`config.mk`:
```
export PLATFORM = sky130hd
export DESIGN_NAME = hlsh_fifo
export DESIGN_NICKNAME = d
export VERILOG_FILES = /design/src/sv/hyperplane_lsh_bucket_engine_unit_assert.svh /design/src/sv/hlsh_pkg.sv /design/src/sv/hlsh_fifo.sv
export SDC_FILE = /design/constraint.sdc
export NUM_CORES = 1
export LEC_CHECK = 0
export BUFFER_PORTS_ARGS = -buffer_cell sky130_fd_sc_hd__buf_2
export CAP_MARGIN = 20
export CELL_PAD_IN_SITES_DETAIL_PLACEMENT = 2
export CELL_PAD_IN_SITES_GLOBAL_PLACEMENT = 2
export CORE_MARGIN = 2
export CORE_UTILIZATION = 30
export CTS_CLUSTER_SIZE = 16
export DETAILED_ROUTE_END_ITERATION = 7
export PLACE_DENSITY_LB_ADDON = 0.1
export SLEW_MARGIN = 25
export SYNTH_ARGS = -nofsm -noshare
export SYNTH_HDL_FRONTEND = slang
export SYNTH_SLANG_ARGS = --single-unit
```
`constraint.sdc`:
```
create_clock -name i_clk -period 3.28 [get_ports i_clk]
set_input_delay 0.164 -clock i_clk [delete_from_list [all_inputs] [get_ports i_clk]]
set_output_delay 0.164 -clock i_clk [all_outputs]
set_load 0.005 [all_outputs]
```
`src/sv/hyperplane_lsh_bucket_engine_unit_assert.svh`:
```
// assertion macros for the lsh bucket engine
`ifndef HYPERPLANE_LSH_BUCKET_ENGINE_UNIT_ASSERT_SVH
`define HYPERPLANE_LSH_BUCKET_ENGINE_UNIT_ASSERT_SVH
`ifndef SYNTHESIS
// antecedent implies consequent in the same cycle
`define HLSH_ASSERT_IMPL(lbl, clk, rst_n, ante, cons) \
    lbl: assert property (@(posedge clk) disable iff (!rst_n) (ante) |-> (cons)) \
        else $error("assertion failed");
// antecedent implies consequent in the next cycle
`define HLSH_ASSERT_NEXT(lbl, clk, rst_n, ante, cons) \
    lbl: assert property (@(posedge clk) disable iff (!rst_n) (ante) |=> (cons)) \
        else $error("assertion failed");
`else
`define HLSH_ASSERT_IMPL(lbl, clk, rst_n, ante, cons)
`define HLSH_ASSERT_NEXT(lbl, clk, rst_n, ante, cons)
`endif
`endif

```
`src/sv/hlsh_pkg.sv`:
```
package hlsh_pkg;
    localparam int MAX_BITS        = 16;
    localparam int MAX_LENGTH      = 16;
    localparam int DEF_TABLE_SLOTS = 256;
    localparam int SIG_W           = 16;
    localparam int ACC_W           = 40;
    localparam int QDEPTH          = 4;
    localparam int QCNT_W          = $clog2(QDEPTH + 1);

    // operation codes
    localparam logic [1:0] OP_LOAD   = 2'd0;
    localparam logic [1:0] OP_INSERT = 2'd1;
    localparam logic [1:0] OP_QUERY  = 2'd2;

    // result status codes
    localparam logic [2:0] ST_NEW   = 3'd0;
    localparam logic [2:0] ST_EXIST = 3'd1;
    localparam logic [2:0] ST_FULL  = 3'd2;
    localparam logic [2:0] ST_MATCH = 3'd3;
    localparam logic [2:0] ST_EMPTY = 3'd4;

    // configuration register indexes
    localparam logic CFG_SIG_BITS = 1'b0;
    localparam logic CFG_VEC_LEN  = 1'b1;

    // finished point handed from front to back
    typedef struct packed {
        logic             is_query;
        logic [SIG_W-1:0] sig;
    } t_job;

    // clamp a register write to 1..hi
    function automatic logic [4:0] clamp_reg(input logic [4:0] v, input logic [4:0] hi);
        logic [4:0] x;
        x = (v == 5'd0) ? 5'd1 : v;
        return (x > hi) ? hi : x;
    endfunction

    // number of set bits in a signature
    function automatic logic [4:0] popcnt(input logic [SIG_W-1:0] x);
        logic [4:0] c;
        c = '0;
        for (int k = 0; k < SIG_W; k++) begin
            c = c + 5'(x[k]);
        end
        return c;
    endfunction
endpackage

```
`src/sv/hlsh_fifo.sv`:
```
module hlsh_fifo
    import hlsh_pkg::*;
(
    input  logic              i_clk,
    input  logic              i_rst_n,
    input  logic              i_push,
    input  t_job              i_job,
    input  logic              i_pop,
    output logic              o_valid,
    output t_job              o_job,
    output logic [QCNT_W-1:0] o_count
);
    localparam int PW = (QDEPTH > 1) ? $clog2(QDEPTH) : 1;
    t_job r_buf [QDEPTH];
    logic [PW-1:0] r_wp, r_rp;
    logic [QCNT_W-1:0] r_count;

    // pointers and fill level
    always_ff @(posedge i_clk) begin
        if (!i_rst_n) begin
            r_wp    <= '0;
            r_rp    <= '0;
            r_count <= '0;
        end else begin
            if (i_push) r_wp <= (r_wp == PW'(QDEPTH - 1)) ? '0 : r_wp + 1'b1;
            if (i_pop)  r_rp <= (r_rp == PW'(QDEPTH - 1)) ? '0 : r_rp + 1'b1;
            r_count <= r_count + QCNT_W'(i_push) - QCNT_W'(i_pop);
        end
    end

    always_ff @(posedge i_clk) begin
        if (i_push) r_buf[r_wp] <= i_job;
    end

    assign o_valid = (r_count != '0);
    assign o_job   = r_buf[r_rp];
    assign o_count = r_count;
endmodule

```
==> impl_metrics.json <==
{
  "status": "complete, no violations",
  "leakagePower_uw": 0.001253,
  "detail-route-antenna-nets": 0,
  "grt_pass1_vias": 1625,
  "cpMaxStageDelayCell": "dfxtp_1",
  "skew_ns": 0.01321,
  "nets": 209,
  "antenna_found_initial": 0,
  "cts_tree": "yes",
  "vias": 1391,
  "post_drt_wl_per_cell_um": 18.30,
  "yosysSeqAreaShare_pct": 75.64,
  "p_sw_share_pct": 21.26,
  "clk_pin_slew_ns": 0.08,
  "combPwrFrac_pct": 9.7,
  "synth-seq-cells": 77,
  "clockBufferDepth": 2,
  "dpl_worst_slack_ns": 1.307,
  "ys.flop_type": "edfxtp_1",
  "p_clk_share_pct": 38.2,
  "cts.hold.buffers_added": 0,
  "pin_count": 42,
  "synthCells": 131,
  "finalCritPeriodShare_pct": 69.47,
  "required_ns": 3.12,
  "synth_most_common_cell": "edfxtp_1",
  "die_w_um": 103.0,
  "wl_um": 5818,
  "cp_slowest_stage_delay_ns": 0.67,
  "grt_usage_pct": 11.99,
  "overflow": 0,
  "synth_top_area_share_pct": 69.51,
  "initial_core_util_pct": 30.48,
  "cts-htree-levels": 3,
  "place_hpwl_um": 3727,
  "async_reset_ff_share_pct": 0,
  "vias_per_cell": 4.374,
  "layout_setup_ws_ns": 1.002,
  "core_area_um2": 9639,
  "pwr-share-seq_pct": 52.2,
  "rows": 36,
  "path_max_fanout": 9,
  "diodes": 0,
  "setup_viol": 0,
  "power.density_nw_per_um2": 629.2,
  "endpoint_kind": "primary output",
  "drtIter0Drc": 13,
  "fillCellCount": 976,
  "p_int_uw": 1741,
  "period_needed_ns": 2.278,
  "cts_resized": 0,
  "drc": 0,
  "clk_latency_ns": 0.35,
  "grt_pass1_wl_um": 8749,
  "first_pass_iters": 2,
  "grt_max_degree": 18,
  "io_buffers": 41,
  "cp.arrival_ns": 2.11,
  "synth.avg_cell_area_um2": 22.43,
  "worstMarginPinSlew_ns": 1.019,
  "rsz0062_at_grt": "no",
  "cts_inserted_buffers": 9,
  "post_cts_buffers": 0,
  "synthTopCellsByCount": "68 x edfxtp_1, 10 x mux4_2, 9 x dfxtp_1",
  "place_congestion": 0.6181,
  "path_class": "register to primary output",
  "drv_cap": 0,
  "synth_edf_count": 68,
  "worstPathCellList": "buf_4 > mux4_1 > buf_2",
  "synth_nets": 160,
  "synth_cell_types": 18,
  "slew_headroom_pct": 32.08,
  "cts_root_buf": "clkbuf_8",
  "peakVddDrop_v": 0.0002090,
  "path_delay_family": "flip-flops",
  "dieArea_um2": 10600,
  "layout-drive-gt1-share_pct": 37.84,
  "synth.largest_area_cell": "edfxtp_1",
  "syn-cell-area_um2": 2938,
  "max_freq_mhz": 438.9,
  "syn_to_final_growth_pct": 19.59,
  "tns_ns": 0,
  "drv_slew": 0,
  "cp-start-kind": "register",
  "die_height_um": 103.0,
  "cp.buffers_inverters": 2,
  "hp-class": "input pin to register",
  "ys_warn_count": 0,
  "netSwitchingPower_uw": 470.1,
  "clock-sinks": 77,
  "synth_area_leaders": "edfxtp_1 70%, mux4_2 7.7%, mux4_1 6.3%",
  "hold_viol_final": 0
}
[final timing paths]
kind	to	from	depth (start not counted)	slack, ns
max reg2reg	r_buf[1][13]$_DFFE_PP_	r_wp[1]$_SDFFE_PN0P_	3	1.52
min reg2reg	r_wp[0]$_SDFFE_PN0P_	r_wp[0]$_SDFFE_PN0P_	2	0.55
min	r_buf[0][2]$_DFFE_PP_	i_job[2]	1	0.03
max	o_job[14]	register	3	1.00
[power by group through the flow]
| stage | registers [uW] | clock network (uW) | logic, uW |
|---|---|---|---|
| after detailed placement | 1180 | 0 | 221 |
| after global routing | 1160 | 903 | 238 |
| after CTS | 1150 | 875 | 222 |
| after floorplan | 1160 | 0 | 132 |
| after global placement | 1170 | 0 | 207 |
| final | 1150 | 844 | 213 |
[metal layers]
layer	global-route usage [%]	vias up	part of all wire [%]	routed length, um
met3	3.119	11	4.0	235
met2	21.48	31	54	3161
met5	0	-	0	0
met1	12.65	723	39	2280
li1	-	626	-	-
met4	6.984	0	2.4	140
[metrics by stage]
step | instances | utilization, % | hold slack [ns] | area, um^2 | total power [uW]
2_1_floorplan | 131 | - | 0.2629 | 2938 | 1291
3_3_place_gp | 302 | 33.98 | 0.3733 | 3276 | 1379
3_5_place_dp | 302 | 33.98 | 0.3878 | 3276 | 1398
4_1_cts | 318 | 36.45 | 0.006479 | 3513 | 2252
5_1_grt | 318 | 36.45 | 0.01107 | 3513 | 2301
6_report | 318 | 36.45 | 0.02666 | 3513 | 2211
[flip-flops by register name, summed over array words and instances, names as in the netlist, named ones only]
register / count
o_count: 3
r_buf: 68
r_rp: 2
r_wp: 2
[final cells by class]
class	count	area [um^2]	share of cell area (%)
Clock buffer	9	123.9	3.526
Multi-Input combinational cell	44	651.9	18.55
Sequential cell	77	2222	63.25
Timing Repair Buffer	42	212.7	6.054
Tap cell	133	166.4	4.736
Clock inverter	7	113.9	3.241
Inverter	6	22.52	0.6410
[layout by cell type, fill, tap and decap left out]
cell,netlist,routed
mux4_1,7,7
nor2_1,4,4
mux4_2,10,10
buf_2,2,41
clkinv_4,0,1
inv_1,6,6
and2_1,5,5
ha_1,7,7
xnor3_1,1,1
buf_4,0,1
or3_1,1,1
bufinv_16,0,3
edfxtp_1,68,68
a21oi_1,2,2
or3b_2,2,2
clkinv_2,0,3
nand2b_1,2,2
fa_1,1,1
clkbuf_8,0,9
dfxtp_1,9,9
mux2i_1,2,2
[kinds of logic after synthesis]
logic type | count (synthesis) | share of synthesized area, %
AO/OA/AOI/OAI | 2 | 0.3407
XOR/XNOR | 1 | 0.7666
adder cells (fa/ha/maj) | 8 | 3.663
buffers and inverters | 10 | 2.172
flip-flops | 77 | 75.64
multiplexers | 19 | 14.61
AND/OR/NAND/NOR | 14 | 2.811
No activity file was read; power rests on OpenSTA's default activity.
